--- src/hdl/periodic_min_image_distance_defines.svh ---
// Assertion macros shared by the minimum image distance modules.
`ifndef PERIODIC_MIN_IMAGE_DISTANCE_DEFINES_SVH
`define PERIODIC_MIN_IMAGE_DISTANCE_DEFINES_SVH

// Check a property on every clock edge outside reset.
`define PMID_ASSERT(name, prop, msg) \
  name: assert property (@(posedge clk_i) disable iff (!rst_ni) (prop)) \
    else $error(msg);

// Check that a condition never holds outside reset.
`define PMID_ASSERT_NEVER(name, cond, msg) \
  name: assert property (@(posedge clk_i) disable iff (!rst_ni) !(cond)) \
    else $error(msg);

`endif

--- src/hdl/pmid_pkg.sv ---
// Shared types and constants of the minimum image distance block.
package pmid_pkg;

  localparam int unsigned REG_BITS = 23;
  localparam int unsigned NEED_BITS = REG_BITS + 2;
  localparam int unsigned CFG_IDX_BITS = 2;

  localparam logic [CFG_IDX_BITS-1:0] CFG_MAX_EXTENT = 2'd0;
  localparam logic [CFG_IDX_BITS-1:0] CFG_CUTOFF_RADIUS = 2'd1;

  typedef struct packed {
    logic valid;
    logic first;
    logic last;
  } cand_ctl_t;

endpackage

--- src/hdl/pmid_min.sv ---
// Running minimum of the squared lengths of one box.
module pmid_min #(
  parameter int unsigned LEN_BITS = 54
) (
  input  logic                clk_i,
  input  logic                rst_ni,
  input  logic [LEN_BITS-1:0] len_i,
  input  pmid_pkg::cand_ctl_t ctl_i,
  output logic                load_o,
  output logic [LEN_BITS-1:0] min_o
);

  logic [LEN_BITS-1:0] best_q, best_d, min_q;
  logic                load_q, load_d;

  always_comb begin
    best_d = best_q;
    if (ctl_i.valid && (ctl_i.first || (len_i < best_q))) begin
      best_d = len_i;
    end
    load_d = ctl_i.valid && ctl_i.last;
  end

  always_ff @(posedge clk_i) begin
    best_q <= best_d;
    min_q  <= best_d;
  end

  always_ff @(posedge clk_i or negedge rst_ni) begin
    if (!rst_ni) begin
      load_q <= 1'b0;
    end else begin
      load_q <= load_d;
    end
  end

  assign load_o = load_q;
  assign min_o  = min_q;

endmodule

--- config.mk ---
export PLATFORM = sky130hd
export DESIGN_NAME = pmid_min
export DESIGN_NICKNAME = d
export VERILOG_FILES = /design/src/hdl/periodic_min_image_distance_defines.svh /design/src/hdl/pmid_pkg.sv /design/src/hdl/pmid_min.sv
export SDC_FILE = /design/constraint.sdc
export NUM_CORES = 1
export LEC_CHECK = 0
export BUFFER_PORTS_ARGS = -buffer_cell sky130_fd_sc_hd__buf_2
export CORE_ASPECT_RATIO = 1.2
export CORE_MARGIN = 10
export CORE_UTILIZATION = 53
export CTS_CLUSTER_SIZE = 20
export DETAILED_ROUTE_END_ITERATION = 16
export HOLD_SLACK_MARGIN = 0.1
export PLACE_DENSITY_LB_ADDON = 0.2
export SETUP_SLACK_MARGIN = 0.4
export SYNTH_ARGS = -nofsm -noshare
export SYNTH_HDL_FRONTEND = slang
export SYNTH_SLANG_ARGS = --single-unit
export TNS_END_PERCENT = 1
--- constraint.sdc ---
create_clock -name clk_i -period 9.5 [get_ports clk_i]
set_clock_uncertainty 0.15 [all_clocks]
set_input_delay 0.475 -clock clk_i [delete_from_list [all_inputs] [get_ports clk_i]]
set_output_delay 0.475 -clock clk_i [all_outputs]
set_load 0.05 [all_outputs]
==> flow_summary.ini <==
[clocking]
post_cts_buffers = 0
root_buffer = clkbuf_8
clock_sinks = 55
cts_made_buffers = 5
clock_path_buffers = 2
cts_tree = built
insertion_delay_ns = 0.31
htreeDepth = 2
clk_pin_slew_worst_paths_ns = 0.09

[setup_path]
cp.required_ns = 9.32
slowest_delay_ns = 0.57
crit_path_end_kind = register
crit_chain = inv_1 > ha_1 > a21oi_1 > o21ai_0 > a221oi_1 > o211ai_1 > o211ai_1 > a22o_2 > buf_4
slowest_stage = a22o_2
crit_top_cell = o211ai_1
crit_type = reg -> reg
cp_max_fo = 30
crit_path_start_kind = register
cp.arrival_ns = 3.04

[synthesis]
synth_top_family_by_area = adder cells
synthFlopType = edfxtp_1
synth_nets = 357
synth-xor-area-share_pct = 0
ys_seq_elements = 55
ys_types = 31
synthCells = 245
syn_area_per_cell_um2 = 12.30
synthSimpleGateAreaFrac_pct = 8.264
synth_fa_ha_area_share_pct = 22.01
yosys_warnings = 0
synth_seq_area_share_pct = 54.65
synthMuxAreaShare_pct = 0
synth_edf_count = 54
synth_compound_area_share_pct = 8.347
async_flop_share_pct = 1.818
syn_area_um2 = 3013

[pwr]
p_comb_share_pct = 30.5
power_density_nw_per_um2 = 164.5
peakVddDrop_mv = 0.09578
leakagePower_nw = 1.883
power_frac_seq_pct = 49.2
power.share.clock_pct = 20.3
p_sw_mw = 0.2183
swShare_pct = 35.33
power.internal_mw = 0.3996

[floorplanning]
die_width_um = 88.83
floorplan.die_area_um2 = 9113
fp.dieH_um = 102.6
rows = 30
io_pins = 114
core-area_um2 = 5593
start_util_pct = 53.87

[sta]
setup_slack_ns = 6.282
slew_violations = 0
hold_ws_ns = 0.2067
fin_crit_ns = 3.218
tns_ns = 0
hold_viol = 0
relSlewSlack_pct = 59.56
fmax_ghz = 0.3108
grt_setup_unrepaired = false
post-route-period-util_pct = 33.87
tightest_slew_ns = 0.6066
setup-violations-final = 0

[global_route]
antenna_found_initial = 0
track_usage_pct = 15.10
grt_pass1_vias = 2422
grt_pass1_wl_um = 10790
grt_max_degree = 31
grt-ovfl-total = 0

[detailed_routing]
viasPerCell = 5.132
drcViolationCount = 0
drtPass1Iterations = 4
vias = 2217
antenna_left = 0
drt-total-wl_um = 6930
routedWlPerCell_um = 16.04
drt_iter0_drc = 102

[final_layout]
antenna_cells = 0
final_common_cell = buf_2
final_nets = 479
layout_common_cells = buf_2 (113), inv_1 (54), edfxtp_1 (54), ha_1 (53), a21oi_1 (20)
syn2layout_area_growth_pct = 24.71
drive_gt1_share_pct = 33.97

[outcome]
status = finished clean

[placement]
pre_cts_ws_ns = 5.987
gp_congestion = 0.7905
numPortBuffers = 113
place.detailed.hpwl_um = 5720

[worst_hold_path]
hp-class = in -> reg

[job]
cap_violations = 0
[area by class of cell]
| type | count | area (µm²) |
|---|---|---|
| Multi-Input combinational cell | 136 | 1165 |
| Tap cell | 64 | 80.08 |
| Inverter | 54 | 202.7 |
| Sequential cell | 55 | 1647 |
| Timing Repair Buffer | 115 | 583.1 |
| Fill cell | 447 | 1836 |
| Clock buffer | 8 | 80.08 |
[cell usage after synthesis (2+ instances only)]
library cell  instances  share of area (%)
nand4_2               2               0.83
o21ai_0               8                1.3
nand2_1              15                1.9
ha_1                 53                 22
nor2_1                2               0.25
nand4_1               6                1.2
o211ai_1              3               0.75
inv_1                54                6.7
a221oi_1              2               0.58
nor3_1                2               0.33
edfxtp_1             54                 54
and2_1                2               0.42
nor4_1                2               0.42
a21oi_1              20                3.3
nand2b_1              2               0.42
nand3_1               3               0.50
[stage by stage]
| stage | instance area (µm²) | std cells | power, mW | utilization [%] |
|---|---|---|---|---|
| floorplan | 3013 | 245 | 0.4442 | - |
| global placement | 3667 | 423 | 0.4944 | 65.57 |
| detailed placement | 3667 | 423 | 0.4990 | 65.57 |
| CTS | 3757 | 432 | 0.6254 | 67.18 |
| global route | 3757 | 432 | 0.6520 | 67.18 |
| finish | 3757 | 432 | 0.6180 | 67.18 |
[power by group through the flow]
stage	clock network [mW]	logic (mW)	registers, mW
floorplan	0	0.0611	0.383
global placement	0	0.185	0.309
detailed placement	0	0.189	0.310
CTS	0.130	0.191	0.304
global route	0.138	0.207	0.307
finish	0.126	0.188	0.304
[per-layer routing]
layer	wire (µm)	up-vias	global-route usage (%)
met3	572	2	4.980
met2	3449	77	26.32
met1	2874	1010	16.72
met5	0	-	0
met4	34	0	5.230
li1	-	1128	-
[state kept, by name (all words and copies together), names as in the netlist]
register,cells
min_o,54
load_o,1
[kinds of logic after synthesis]
| group | after synthesis |
|---|---|
| compound gates | 41 |
| fa+ha+maj | 53 |
| buf+inv | 54 |
| flops | 55 |
| simple gates | 42 |
[worst max-delay path: cells and delay by family (launching register included)]
kind	cells	cell delay, ns
buffers and inverters	2	0.55
AO/OA/AOI/OAI	6	1.55
adder cells (fa/ha/maj)	1	0.25
flip-flops	1	0.39
[path summary, 6_finish.rpt]
check,from,to,slack [ns],cells after the start
min reg2reg,min_o[53]$_DFFE_PP_,min_o[24]$_DFFE_PP_,1.25,5
min,len_i[23],min_o[23]$_DFFE_PP_,0.21,1
min in group asynchronous,rst_ni,load_o$_DFF_PN0_,0.32,2
max,min_o[25]$_DFFE_PP_,min_o[2]$_DFFE_PP_,6.28,9
max reg2reg,min_o[25]$_DFFE_PP_,min_o[2]$_DFFE_PP_,6.28,9
max in group asynchronous,rst_ni,load_o$_DFF_PN0_,8.80,2
[what timing repair did]
action | 4_1_cts | 5_1_grt
endpoints found under the hold margin | 1 | 0
gates resized for setup | 0 | 0
hold buffers | 1 | 0
No activity file was read; power rests on OpenSTA's default activity.
