[config.mk]
export PLATFORM = sky130hd
export DESIGN_NAME = pmid_sqrt
export DESIGN_NICKNAME = d
export VERILOG_FILES = /design/src/hdl/pmid_pkg.sv /design/src/hdl/pmid_sqrt.sv
export VERILOG_INCLUDE_DIRS = /design/src /design/src/hdl
export SDC_FILE = /design/constraint.sdc
export NUM_CORES = 1
export LEC_CHECK = 0
export BUFFER_PORTS_ARGS = -buffer_cell sky130_fd_sc_hd__buf_2
export CELL_PAD_IN_SITES_DETAIL_PLACEMENT = 1
export CELL_PAD_IN_SITES_GLOBAL_PLACEMENT = 1
export CORE_UTILIZATION = 49
export DETAILED_ROUTE_END_ITERATION = 10
export GPL_TIMING_DRIVEN = 1
export PLACE_DENSITY_LB_ADDON = 0.1
export SLEW_MARGIN = 20
export SYNTH_ARGS = -nofsm -noshare
export SYNTH_HDL_FRONTEND = slang
export SYNTH_SLANG_ARGS = --single-unit
[constraint.sdc]
create_clock -name clk_i -period 4.2 [get_ports clk_i]
set_input_delay 0 -clock clk_i [delete_from_list [all_inputs] [get_ports clk_i]]
set_output_delay 0 -clock clk_i [all_outputs]
set_load 0.005 [all_outputs]
[src/hdl/periodic_min_image_distance_defines.svh]
// Assertion macros shared by the minimum image distance modules.
`ifndef PERIODIC_MIN_IMAGE_DISTANCE_DEFINES_SVH
`define PERIODIC_MIN_IMAGE_DISTANCE_DEFINES_SVH

// Check a property on every clock edge outside reset.
`define PMID_ASSERT(name, prop, msg) \
  name: assert property (@(posedge clk_i) disable iff (!rst_ni) (prop)) \
    else $error(msg);

// Check that a condition never holds outside reset.
`define PMID_ASSERT_NEVER(name, cond, msg) \
  name: assert property (@(posedge clk_i) disable iff (!rst_ni) !(cond)) \
    else $error(msg);

`endif

[src/hdl/pmid_pkg.sv]
// Shared types and constants of the minimum image distance block.
package pmid_pkg;

  localparam int unsigned REG_BITS = 23;
  localparam int unsigned NEED_BITS = REG_BITS + 2;
  localparam int unsigned CFG_IDX_BITS = 2;

  localparam logic [CFG_IDX_BITS-1:0] CFG_MAX_EXTENT = 2'd0;
  localparam logic [CFG_IDX_BITS-1:0] CFG_CUTOFF_RADIUS = 2'd1;

  typedef struct packed {
    logic valid;
    logic first;
    logic last;
  } cand_ctl_t;

endpackage

[src/hdl/pmid_sqrt.sv]
// Bit-serial floor square root and margin compare of the result.
`include "periodic_min_image_distance_defines.svh"

module pmid_sqrt #(
  parameter int unsigned ROOT_BITS = 27,
  localparam int unsigned RadBits = 2 * ROOT_BITS,
  localparam int unsigned CntBits = $clog2(ROOT_BITS),
  localparam int unsigned CmpBits = (ROOT_BITS > pmid_pkg::NEED_BITS) ? ROOT_BITS
                                                                     : pmid_pkg::NEED_BITS
) (
  input  logic                           clk_i,
  input  logic                           rst_ni,
  input  logic                           load_i,
  input  logic [RadBits-1:0]             rad_i,
  input  logic [pmid_pkg::NEED_BITS-1:0] need_i,
  output logic                           done_o,
  output logic [ROOT_BITS-1:0]           root_o,
  output logic                           margin_o
);

  logic                 busy_q, busy_d;
  logic [CntBits-1:0]   cnt_q, cnt_d;
  logic [RadBits-1:0]   rad_q, rad_d;
  logic [ROOT_BITS:0]   rem_q, rem_d;
  logic [ROOT_BITS-1:0] root_q, root_d, root_step;
  logic [ROOT_BITS+2:0] rem_cat, trial, rem_step;
  logic                 fit;
  logic                 fin_q, fin_d;
  logic [ROOT_BITS-1:0] fin_root_q;
  logic                 done_q;
  logic [ROOT_BITS-1:0] dist_q;
  logic                 margin_q;

  assign rem_cat   = {rem_q, rad_q[RadBits-1 -: 2]};
  assign trial     = {1'b0, root_q, 2'b01};
  assign fit       = rem_cat >= trial;
  assign rem_step  = fit ? (rem_cat - trial) : rem_cat;
  assign root_step = {root_q[ROOT_BITS-2:0], fit};

  always_comb begin
    busy_d = busy_q;
    cnt_d  = cnt_q;
    rad_d  = rad_q;
    rem_d  = rem_q;
    root_d = root_q;
    fin_d  = 1'b0;
    if (load_i) begin
      busy_d = 1'b1;
      cnt_d  = CntBits'(ROOT_BITS - 1);
      rad_d  = rad_i;
      rem_d  = '0;
      root_d = '0;
    end else if (busy_q) begin
      rad_d  = {rad_q[RadBits-3:0], 2'b00};
      rem_d  = rem_step[ROOT_BITS:0];
      root_d = root_step;
      cnt_d  = cnt_q - 1'b1;
      if (cnt_q == '0) begin
        busy_d = 1'b0;
        fin_d  = 1'b1;
      end
    end
  end

  always_ff @(posedge clk_i) begin
    cnt_q      <= cnt_d;
    rad_q      <= rad_d;
    rem_q      <= rem_d;
    root_q     <= root_d;
    fin_root_q <= root_step;
    dist_q     <= fin_root_q;
    margin_q   <= CmpBits'(fin_root_q) >= CmpBits'(need_i);
  end

  always_ff @(posedge clk_i or negedge rst_ni) begin
    if (!rst_ni) begin
      busy_q <= 1'b0;
      fin_q  <= 1'b0;
      done_q <= 1'b0;
    end else begin
      busy_q <= busy_d;
      fin_q  <= fin_d;
      done_q <= fin_q;
    end
  end

  assign done_o   = done_q;
  assign root_o   = dist_q;
  assign margin_o = margin_q;

  `PMID_ASSERT_NEVER(a_load_while_busy, load_i && busy_q, "root unit loaded while busy")
  `PMID_ASSERT(a_done_pulse, done_q |=> !done_q, "done held for two cycles")

endmodule

==> impl_results.md <==
* Main synth FF type: dfxtp_1
* CP Data Required Time at approximately 4.5 ns
* Fmax at about 0.30 GHz
* Initial antenna violation count at 0
* Worst Path Max Fanout at 29
* Finished Cell Area at 9770 um^2
* Final RePlAce weighted congestion at approximately 0.85
* Vias at ~5.9k
* Post-synth ARST share at 1.74%
* Cts bufs inserted at 17
* PnR worst setup slack at between 0.8 and 0.9 ns
* Row count at 46
* Top-area cell type share of the netlist area at around 29%
* Tmin final at ~3.4 ns
* Drt wl/cell at between 15 and 20 um
* Starting Density at 50.2%
* Synth Area in Compound Gates at 11.4%
* Largest family of logic cells by synthesized area: multiplexers
* XOR/XNOR Fraction of Synth Area at under 10%
* Critical path launch point type: flop
* # setup viols final at 0
* Setup TNS at 0 ns
* RSZ-0062 raised after global routing: no
* Detail Route Antenna Nets at 0
* # DRC at 0
* Pwr dens at a little over 600 nW/um^2
* Slew headroom at 32.5%
* Placed cells at just over 1k
* Final worst path period share at 80.5%
* Fill count at 1686
* DRT iter0 DRCs at approximately 230
* Register Area at roughly 4000 um^2
* CTS Root Cell: clkbuf_16
* Syn Std Cell Area at 7940 um^2
* Mux share of post-synthesis cell area at 13.5%
* Area Growth Syn to Fin at 23.0%
* Worst path max stage delay at 0.39 ns
* Buffers on Ports at 110
* Largest net degree at the start of global routing at 88
* Drt total wl at roughly 20000 um
* Vias per Instance at ~5.4
* Detailed Routing Iterations Pass 1 at 4
* Final core occ at 61.7%
* GRT Resource Usage Total at around a quarter
* Depth of the worst register-to-register path at 12
* H-tree levels at 4
* Hold Fails Final Rpt at 0
* Synth top area cells: dfxtp_1 (29%), edfxtp_1 (20%), ha_1 (8.7%), mux2_2 (7.4%), mux2i_1 (6.2%)
* Clk_skew at around 0.011 ns
* Grt total ovfl at 0
* Share of cells above drive strength 1 at a little under a quarter
* Worst path cell trace: inv_1 -> ha_1 -> nor2b_1 -> o21ai_0 -> a21oi_1 -> o2111ai_1 -> nand2_1 -> a31oi_1 -> o21a_1 -> inv_2 -> mux2i_1 -> a211oi_1
* Setup bufs post-CTS at 0
* Pre-CTS setup slack at between 0.8 and 0.9 ns
* Area occupied by multi-input gates at 3610 um^2
* CTS tree: built
* Total Power at 5.89 mW
* Synth Area per Inst at around 11 um^2
* Status: complete, no violations
* Synthesized instance count at between 700 and 800
* Die area at roughly 17000 um^2
* Max Slew Vio Count at 0
* Synth Warn # at 0
* Unique masters post-synth at 56
* Syn Nets at 855
* Hold Path Depth at 2
* Die Y at ~130 um
* Core area at roughly 16000 um^2
* Final nets at about 1.0k
* Hold_ws at around 0.13 ns
* Least-Margin Pin Slew at roughly 0.99 ns
* Num Clock Sinks at around 170
* Clock transition at path regs at ~0.070 ns
* Post-CTS Resized at 0
* Placed cell area at roughly 8700 um^2
* Worst path slowest cell: a31oi_1
* Die X at around 130 um
* Reg2reg setup slack at around 0.82 ns
* Sequential area share after synthesis at between 50% and 60%
* Leak at ~4.5 nW
* WP data arrival at 3.70 ns
* Clock Latency Late Sink at between 0.4 and 0.5 ns
* First-pass GRT wire length at 31700 um
* Kind of critical path: flop to flop
* Post-Synth Adder-Cell Area at under 10%
* Vias in the first global route at 6367
* Post-DP HPWL at 11900 um
* #FFs+latches synth at ~170
* EDFF count, synth at between 50 and 60
* Peak VDD IR at around 360 uV
* CTS Buffer Depth at 2
* Synthesized-area fraction occupied by and/or/nand/nor cells at approximately 9%
* CP endpoint kind: flop
* Number of antenna diodes at 0
* IO Pins at roughly 110
* Hold Buf Count CTS at 56
* # Max-Cap Violations at 0
* Final non-filler cell total at roughly 1.1k
* Cell taking the most area after synthesis: dfxtp_1
* Hold WC Path Type: input port to flop
==> per-layer routing <==
metal	vias up	track usage [%]	wire length (um)
met5	-	0	0
met4	0	10.7	369
met3	25	4.75	595
met2	110	44.6	10100
met1	2912	28.8	8620
li1	2892	-	-
==> flip-flops by register name, summed over array words and instances, names as in the netlist <==
register    count
busy_q          1
cnt_q           5
fin_root_q     27
rem_q          28
done_o          1
fin_q           1
root_q         27
margin_o        1
root_o         27
rad_q          54
==> Yosys cell counts, types with 19 or more instances <==
library cell	number
dfxtp_1	115
nor2_1	66
inv_1	62
ha_1	55
edfxtp_1	54
mux2_2	52
mux2i_1	49
nand2_1	23
o21ai_0	21
a211oi_1	20
a21o_1	20
a21oi_1	20
clkbuf_1	19
xnor2_1	19
==> final timing paths <==
kind | startpoint | end
worst min register to register | fin_root_q[8] | root_o[8]
worst max-delay path | root_q[0] | rem_q[21]
max in group asynchronous | rst_ni | busy_q
min in group asynchronous | rst_ni | done_o
worst max register to register | root_q[0] | rem_q[21]
worst min-delay path | load_i | rad_q[34]
==> kinds of logic after synthesis <==
family                   after synthesis
flip-flops                           172
AND/OR/NAND/NOR                      147
AO/OA/AOI/OAI                        128
multiplexers                         101
buffers and inverters                 88
adder cells (fa/ha/maj)               55
XOR/XNOR                              27
==> final cells by class <==
class,instances,share of cell area (%)
multi-input cells,458,36.9
inverters,63,2.43
flip-flops and latches,172,41.0
clock buffers,19,4.43
well taps,216,2.77
repair buffers,168,11.6
clock inverters,13,0.922
==> placed cells by master (no fill, tap or decap), types with 3 or more instances in the layout <==
| master | Yosys | final |
|---|---|---|
| dfxtp_1 | 115 | 115 |
| buf_2 | 3 | 109 |
| nor2_1 | 66 | 66 |
| inv_1 | 62 | 61 |
| dlygate4sd3_1 | 0 | 56 |
| ha_1 | 55 | 55 |
| edfxtp_1 | 54 | 54 |
| mux2_2 | 52 | 52 |
| mux2i_1 | 49 | 49 |
| nand2_1 | 23 | 23 |
| o21ai_0 | 21 | 21 |
| a21oi_1 | 20 | 20 |
| a21o_1 | 20 | 20 |
| a211oi_1 | 20 | 20 |
| xnor2_1 | 19 | 19 |
| clkbuf_16 | 0 | 17 |
| nor2b_1 | 8 | 8 |
| nand4_1 | 8 | 8 |
| nand2b_1 | 8 | 8 |
| xor2_1 | 8 | 8 |
| nand3_1 | 7 | 7 |
| o21a_1 | 7 | 7 |
| and3_1 | 6 | 6 |
| and2_1 | 4 | 4 |
| a31oi_1 | 4 | 4 |
| o211ai_1 | 4 | 4 |
| a2111oi_0 | 4 | 4 |
| o31ai_1 | 4 | 4 |
| inv_6 | 0 | 4 |
| nor3_1 | 3 | 3 |
| or2_2 | 3 | 3 |
| nor4_1 | 3 | 3 |
| buf_4 | 1 | 3 |
==> critical path: cells and delay by family, from the launching register on <==
family	cells	cell delay (ns)
adder cells (fa/ha/maj)	1	0.33
multiplexers	1	0.23
buffers and inverters	2	0.42
AND/OR/NAND/NOR	2	0.27
AO/OA/AOI/OAI	6	1.66
flip-flops	1	0.37
==> power by group <==
group | leakage, nW | total (mW) | internal (mW) | switching (mW)
Combinational | 2.73 | 2.37 | 1.12 | 1.25
Clock | 0.246 | 1.45 | 0.758 | 0.693
Sequential | 1.55 | 2.07 | 1.93 | 0.139
Power figures use the tool's default switching activity.
