<file path="src/hdl/periodic_min_image_distance_defines.svh">
// Assertion macros shared by the minimum image distance modules.
`ifndef PERIODIC_MIN_IMAGE_DISTANCE_DEFINES_SVH
`define PERIODIC_MIN_IMAGE_DISTANCE_DEFINES_SVH

// Check a property on every clock edge outside reset.
`define PMID_ASSERT(name, prop, msg) \
  name: assert property (@(posedge clk_i) disable iff (!rst_ni) (prop)) \
    else $error(msg);

// Check that a condition never holds outside reset.
`define PMID_ASSERT_NEVER(name, cond, msg) \
  name: assert property (@(posedge clk_i) disable iff (!rst_ni) !(cond)) \
    else $error(msg);

`endif

</file>
<file path="src/hdl/pmid_pkg.sv">
// Shared types and constants of the minimum image distance block.
package pmid_pkg;

  localparam int unsigned REG_BITS = 23;
  localparam int unsigned NEED_BITS = REG_BITS + 2;
  localparam int unsigned CFG_IDX_BITS = 2;

  localparam logic [CFG_IDX_BITS-1:0] CFG_MAX_EXTENT = 2'd0;
  localparam logic [CFG_IDX_BITS-1:0] CFG_CUTOFF_RADIUS = 2'd1;

  typedef struct packed {
    logic valid;
    logic first;
    logic last;
  } cand_ctl_t;

endpackage

</file>
<file path="src/hdl/pmid_seq.sv">
// Coefficient sequencer: steps through every lattice combination of one box.
`include "periodic_min_image_distance_defines.svh"

module pmid_seq #(
  parameter int unsigned SEARCH_RANGE = 2,
  localparam int unsigned CoefBits = $clog2(SEARCH_RANGE + 1) + 1
) (
  input  logic                       clk_i,
  input  logic                       rst_ni,
  input  logic                       start_i,
  output logic                       busy_o,
  output logic                       accept_o,
  output logic signed [CoefBits-1:0] coef_a_o,
  output logic signed [CoefBits-1:0] coef_b_o,
  output logic signed [CoefBits-1:0] coef_c_o,
  output pmid_pkg::cand_ctl_t        ctl_o
);

  localparam logic signed [CoefBits-1:0] CoefMax = CoefBits'(SEARCH_RANGE);
  localparam logic signed [CoefBits-1:0] CoefMin = -CoefMax;

  logic                       active_q, active_d;
  logic signed [CoefBits-1:0] ca_q, ca_d, cb_q, cb_d, cc_q, cc_d;
  logic                       at_last, accept;

  assign at_last  = active_q && (ca_q == CoefMax) && (cb_q == CoefMax) && (cc_q == CoefMax);
  assign busy_o   = active_q && !at_last;
  assign accept   = start_i && !busy_o;
  assign accept_o = accept;

  always_comb begin
    active_d = active_q;
    ca_d     = ca_q;
    cb_d     = cb_q;
    cc_d     = cc_q;
    if (accept) begin
      active_d = 1'b1;
      ca_d     = CoefMin;
      cb_d     = CoefMin;
      cc_d     = CoefMin;
    end else if (at_last) begin
      active_d = 1'b0;
    end else if (active_q) begin
      if (cc_q != CoefMax) begin
        cc_d = cc_q + 1'b1;
      end else begin
        cc_d = CoefMin;
        if (cb_q != CoefMax) begin
          cb_d = cb_q + 1'b1;
        end else begin
          cb_d = CoefMin;
          ca_d = ca_q + 1'b1;
        end
      end
    end
  end

  always_ff @(posedge clk_i or negedge rst_ni) begin
    if (!rst_ni) begin
      active_q <= 1'b0;
      ca_q     <= '0;
      cb_q     <= '0;
      cc_q     <= '0;
    end else begin
      active_q <= active_d;
      ca_q     <= ca_d;
      cb_q     <= cb_d;
      cc_q     <= cc_d;
    end
  end

  // Drop the all-zero combination.
  always_comb begin
    ctl_o.valid = active_q && !((ca_q == '0) && (cb_q == '0) && (cc_q == '0));
    ctl_o.first = active_q && (ca_q == CoefMin) && (cb_q == CoefMin) && (cc_q == CoefMin);
    ctl_o.last  = at_last;
  end

  assign coef_a_o = ca_q;
  assign coef_b_o = cb_q;
  assign coef_c_o = cc_q;

  `PMID_ASSERT(a_first_after_accept, accept |=> (ctl_o.first && ctl_o.valid), "sequence did not restart")
  `PMID_ASSERT(a_last_once, ctl_o.last |=> !ctl_o.last, "last combination repeated")

endmodule

</file>
<file path="config.mk">
export PLATFORM = sky130hd
export DESIGN_NAME = pmid_seq
export DESIGN_NICKNAME = d
export VERILOG_FILES = /design/src/hdl/pmid_pkg.sv /design/src/hdl/pmid_seq.sv
export VERILOG_INCLUDE_DIRS = /design/src /design/src/hdl
export SDC_FILE = /design/constraint.sdc
export NUM_CORES = 1
export LEC_CHECK = 0
export ABC_AREA = 1
export BUFFER_PORTS_ARGS = -buffer_cell sky130_fd_sc_hd__buf_2
export CAP_MARGIN = 20
export CORE_MARGIN = 1
export CORE_UTILIZATION = 50
export CTS_CLUSTER_DIAMETER = 50
export DETAILED_ROUTE_END_ITERATION = 7
export GPL_ROUTABILITY_DRIVEN = 0
export PLACE_DENSITY = 0.75
export SETUP_SLACK_MARGIN = 0.2
export SYNTH_ARGS = -nofsm -noshare
export SYNTH_HDL_FRONTEND = slang
export SYNTH_SLANG_ARGS = --single-unit
</file>
<file path="constraint.sdc">
create_clock -name clk_i -period 2.05 [get_ports clk_i]
set_input_delay 0.3075 -clock clk_i [delete_from_list [all_inputs] [get_ports clk_i]]
set_output_delay 0.3075 -clock clk_i [all_outputs]
set_load 0.1 [all_outputs]
</file>
==> results of run 1 <==
## repair_timing
action,4_1_cts,5_1_grt
setup endpoints to repair,5,5
hold endpoints to repair,10,0
pin swaps,12,2
hold buffers,1,0
resized for setup,7,4
buffers inserted,11,0
## state kept, by name, summed over array words and instances, names as in the netlist
| signal | count |
|---|---|
| coef_a_o | 3 |
| coef_c_o | 3 |
| active_q | 1 |
| coef_b_o | 3 |
## per-layer routing
| metal | global-route usage [%] | up-vias | routed length (um) |
|---|---|---|---|
| li1 | - | 382 | - |
| met4 | 25.0 | 0 | 59 |
| met1 | 38.6 | 378 | 918 |
| met5 | 0 | - | 0 |
| met2 | 60.2 | 34 | 1320 |
| met3 | 18.5 | 8 | 101 |
## area by class of cell
| class | instances | area [um2] | share of cell area (%) |
|---|---|---|---|
| inverters | 20 | 88.8 | 7.43 |
| clock buffers | 4 | 36.3 | 3.04 |
| flip-flops and latches | 10 | 282 | 23.6 |
| repair buffers | 28 | 239 | 20.0 |
| multi-input cells | 72 | 531 | 44.4 |
| well taps | 15 | 18.8 | 1.57 |
## worst min-delay path by stage
| stage | cells past startpoint | start | end | slack, ns |
|---|---|---|---|---|
| global placement | 1 | rst_ni | coef_c_o[2]$_DFFE_PN0P_ | 0.18 |
| global route | 2 | rst_ni | coef_c_o[2]$_DFFE_PN0P_ | 0.47 |
| floorplan | 0 | rst_ni | active_q$_DFFE_PN0P_ | 0.01 |
| finish | 2 | rst_ni | coef_c_o[2]$_DFFE_PN0P_ | 0.43 |
| detailed placement | 1 | rst_ni | coef_b_o[1]$_DFFE_PN0P_ | 0.18 |
| CTS | 2 | rst_ni | coef_b_o[1]$_DFFE_PN0P_ | 0.42 |
## critical path: cells and delay by family (launching register included)
| family | cells | cell delay (ns) |
|---|---|---|
| DFF | 1 | 0.50 |
| and+or+nand+nor | 5 | 0.42 |
| buffers and inverters | 3 | 0.31 |
| adders and majority gates | 1 | 0.14 |
## Yosys cell counts
library cell  instances
inv_1                20
xnor2_1               1
nor4_1                1
dfrtp_1              10
nand2_2               3
nand4_1               3
nand3_1               3
or2_2                 1
xor2_1                1
nor2_1                8
o211ai_1              1
ha_1                  9
buf_4                 1
o22ai_1               1
a2bb2oi_1             1
nand2_1              29
o21ai_0               5
nand2_4               2
a21oi_1               3
## logic make-up after synthesis
logic type | after synthesis
AO/OA/AOI/OAI | 11
adder cells (fa/ha/maj) | 9
AND/OR/NAND/NOR | 50
flip-flops | 10
XOR/XNOR | 2
buffers and inverters | 21
## per-stage QoR
step	cell area [um2]	cells	setup slack, ns	TNS (ns)
5_1_grt	1190	149	0.0285	0
6_report	1190	149	0.0836	0
4_1_cts	1190	149	0.101	0
3_3_place_gp	1030	133	0.281	0
2_1_floorplan	883	103	-0.358	-0.358
3_5_place_dp	1030	133	0.248	0
==> impl_metrics.tcl, run 1 <==
set metrics [dict create \
    wirelength_um 2400 \
    placementRows 13 \
    vias 802 \
    worstReg2RegStart "coef_b_o[0]$_DFFE_PN0P_" \
    start_kind "flip-flop" \
    timing.rr.end "coef_c_o[1]$_DFFE_PN0P_" \
    synth-xor-area-share_pct 2.33 \
    worstPathRequired_ns 1.74 \
    ys_top_cells_by_area "dfrtp_1 (33%), ha_1 (15%), nand2_1 (14%), inv_1 (10%), nor2_1 (4.0%)" \
    crit_path_max_incr_delay_ns 0.50 \
    reg2reg_depth 10 \
    grt_pass1_wl_um 3930 \
    cp-startpoint "coef_b_o[0]$_DFFE_PN0P_" \
    path_class "reg -> out" \
    timing.max_cap.violations 0 \
    grt_use_total_pct 37.8 \
    clock_skew_ns 0.0156 \
    cts_root_buffer "clkbuf_4" \
    crit_chain "inv_4, ha_4, nand2_2, nor2_2, nand2_1, nand2_4, nand2_8, clkinvlp_4, buf_12" \
    syn_avg_cell_area_um2 7.30 \
    io_buffers 16 \
    cts_buffers 3 \
    synth_seq_cells 10 \
    fin_util_pct 88.5 \
    die_h_um 40.8 \
    drive_gt1_share_pct 49.3 \
    synth_simple_gate_area_share_pct 30.1 \
    fmax_mhz 509 \
    synth_top_family_by_area "simple AND/OR/NAND/NOR gates" \
    nNetsFinal 147 \
    synth_cell_types 19 \
    whs_ns 0.431 \
    max-slew-margin-rel_pct 67.3 \
    clock_latency_ns 0.28 \
    clock_sinks 10 \
    period_needed_ns 1.97 \
    die_w_um 40.8 \
    crit_fanout 2 \
    drtIter0Drc 20 \
    arrival_ns 1.66 \
    yosys.area.top_type "dfrtp_1" \
    r2r_slack_ns 0.37 \
    run_status "complete, no violations" \
    cts.clk_slew.worst_paths_ns 0.08 \
    synthMuxAreaShare_pct 0 \
    diodes 0 \
    yosys_warnings 0 \
    synth_nets 115 \
    ys_seq_area_share_pct 33.3 \
    grt_max_degree 11 \
    worst_pin_slew_ns 0.494 \
    dr.pass1.iters 4 \
    setup-violations-final 0 \
    dieArea_mm2 0.00166 \
    start_util_pct 55.7 \
    slowest_stage "dfrtp_4" \
    core_mm2 0.00135 \
    clock_path_buffers 2 \
    fillerInstances 69 \
    synthToLayoutAreaGrowth_pct 58.9 \
    synth_top_area_share_pct 33.3 \
    antenna_found_initial 0 \
    dpl.hpwl_um 1520 \
    drc 0 \
    viasPerCell 5.38 \
    final_cell_mix "nand2_1 (25), inv_1 (13), buf_2 (11), buf_4 (11), dfrtp_4 (8)" \
    finalHoldViolations 0 \
    first_global_vias 850 \
    netlist_area_um2 752 \
    cp-end-kind "output pin" \
    syn_inst 103 \
    ios 17 \
    endpoint "accept_o" \
    synthAdderAreaFrac_pct 15.0 \
    fin_crit_sh_pct 95.9 \
    rsz0062_at_grt "true" \
    final_common_cell "nand2_1" \
    grt_overflow 0 \
    antenna_left 0 \
    cts-htree-levels 1 \
    min_path_type "in -> async" \
    wire_per_inst_um 16.1 \
    tritoncts "done" \
    slew_violations 0 \
    synth_compound_area_share_pct 8.32 \
]
Power of run 1 is left out: the tool's default activity adds up to more than one toggle a clock period on the data nets, which glitch-free logic cannot reach.
==> inputs of run 2 (changes only) <==
Settings changed: CORE_MARGIN 1 to unset.
Clock period 2.05 ns to 2.55 ns, I/O delays scaled along.
==> run 2 against run 1 <==
Against the previous run:
- final area fell by 20%
- highest routed layer unchanged
- global-route usage fell by 15 points
- critical path type unchanged
- clock-buffer cell count did not move
==> impl_metrics.tcl, run 2 (synthesis gave the netlist of run 1 again) <==
set metrics [dict create \
    run_status "complete, no violations" \
    setup-violations-final 0 \
    core_mm2 0.00135 \
    post-cts-setup-buffers 0 \
    worst_pin_slew_ns 0.484 \
    dr.pass1.iters 3 \
    path_class "reg -> out" \
    antenna_left 0 \
    die_h_um 40.8 \
    max-slew-margin-rel_pct 68.0 \
    drive_gt1_share_pct 33.3 \
    synthToLayoutAreaGrowth_pct 27.6 \
    fin_tns_setup_ns 0 \
    dieArea_mm2 0.00166 \
    wire_per_inst_um 11.2 \
    io_buffers 16 \
    vias 682 \
    min_path_type "in -> reg" \
    start_kind "flip-flop" \
    wirelength_um 1540 \
    slew_violations 0 \
    fin_util_pct 71.1 \
    worstPathRequired_ns 2.17 \
    finalHoldViolations 0 \
    rsz0062_at_grt "true" \
    period_needed_ns 2.23 \
    grt_pass1_wl_um 2460 \
    fmax_mhz 449 \
    final_common_cell "nand2_1" \
    clock_latency_ns 0.26 \
    first_global_vias 579 \
    place_inst 133 \
    die_w_um 40.8 \
    start_util_pct 55.7 \
    final_cells 138 \
    cts.clk_slew.worst_paths_ns 0.06 \
    design_area_um2 960 \
    nNetsFinal 136 \
    tritoncts "done" \
    grt_max_degree 11 \
    cp-end-kind "output pin" \
    timing.max_cap.violations 0 \
    antenna_found_initial 0 \
    cts-htree-levels 1 \
    clock_skew_ns 0.000466 \
    arrival_ns 1.84 \
    cts_buffers 3 \
    ios 17 \
    crit_fanout 8 \
    dpl.hpwl_um 1180 \
    grt_overflow 0 \
    dpl_cell_area_um2 906 \
    cts_root_buffer "clkbuf_4" \
    fin_crit_sh_pct 87.4 \
    clock_path_buffers 2 \
    clock_sinks 10 \
    drc 0 \
    viasPerCell 4.94 \
    diodes 0 \
    placementRows 13 \
    final_cell_mix "nand2_1 (29), inv_1 (18), buf_2 (13)" \
    grt_use_total_pct 23.2 \
    drtIter0Drc 27 \
]
[run 2: cell count changes in the layout (fill, tap and decap cells not counted), sizes merged]
cell    delta
buf       -12
clkbuf     +1
[run 2: cell type report]
cell class / instances / area, um2
inverters: 20 / 81.3
well taps: 15 / 18.8
multi-input cells: 72 / 462
clock buffers: 4 / 26.3
flip-flops and latches: 10 / 267
fillers: 114 / 390
repair buffers: 17 / 105
[run 2: through the flow]
stage | hold WS (ns) | setup slack, ns
after floorplan | 0.0869 | 0.0626
after global placement | 0.261 | 0.438
after detailed placement | 0.267 | 0.399
after CTS | 0.459 | 0.242
after global routing | 0.471 | 0.190
final | 0.459 | 0.323
[run 2: final timing paths]
check                           cells past startpoint               startpoint                      end  slack [ns]
worst max-delay path                                9  coef_c_o[0]$_DFFE_PN0P_                 accept_o        0.32
worst min-delay path                                3                  start_i  coef_c_o[2]$_DFFE_PN0P_        0.46
worst max register to register                      9  coef_c_o[0]$_DFFE_PN0P_  coef_c_o[1]$_DFFE_PN0P_        0.98
worst min register to register                      2  coef_a_o[0]$_DFFE_PN0P_  coef_a_o[0]$_DFFE_PN0P_        0.53
max in group asynchronous                           2                   rst_ni  coef_c_o[0]$_DFFE_PN0P_        1.82
min in group asynchronous                           2                   rst_ni  coef_c_o[2]$_DFFE_PN0P_        0.51
[run 2: per-layer routing]
layer | global-route usage (%) | share of wire [%] | vias to the layer above
met5 | 0 | 0 | -
met4 | 12.5 | 1.8 | 0
met3 | 4.89 | 3.0 | 5
met2 | 34.0 | 42 | 14
met1 | 31.4 | 54 | 304
li1 | - | - | 359
[run 2: worst max-delay path: stages (launching register included)]
cell and delay (ns):
dfrtp_4 0.50, inv_4 0.08, ha_4 0.15, nand2_1 0.09, nor2_1 0.11, nand2_1 0.07, nand2_2 0.16, nand2_4 0.13
clkinvlp_4 0.10, buf_8 0.19
[run 2: repair_timing]
| action | CTS | global route |
|---|---|---|
| gates resized for setup | 2 | 4 |
| hold buffers | 1 | 0 |
| setup endpoints to repair | 2 | 3 |
| hold endpoints to repair | 10 | 0 |
| pin swaps | 0 | 0 |
Power of run 2 is left out for the same reason.
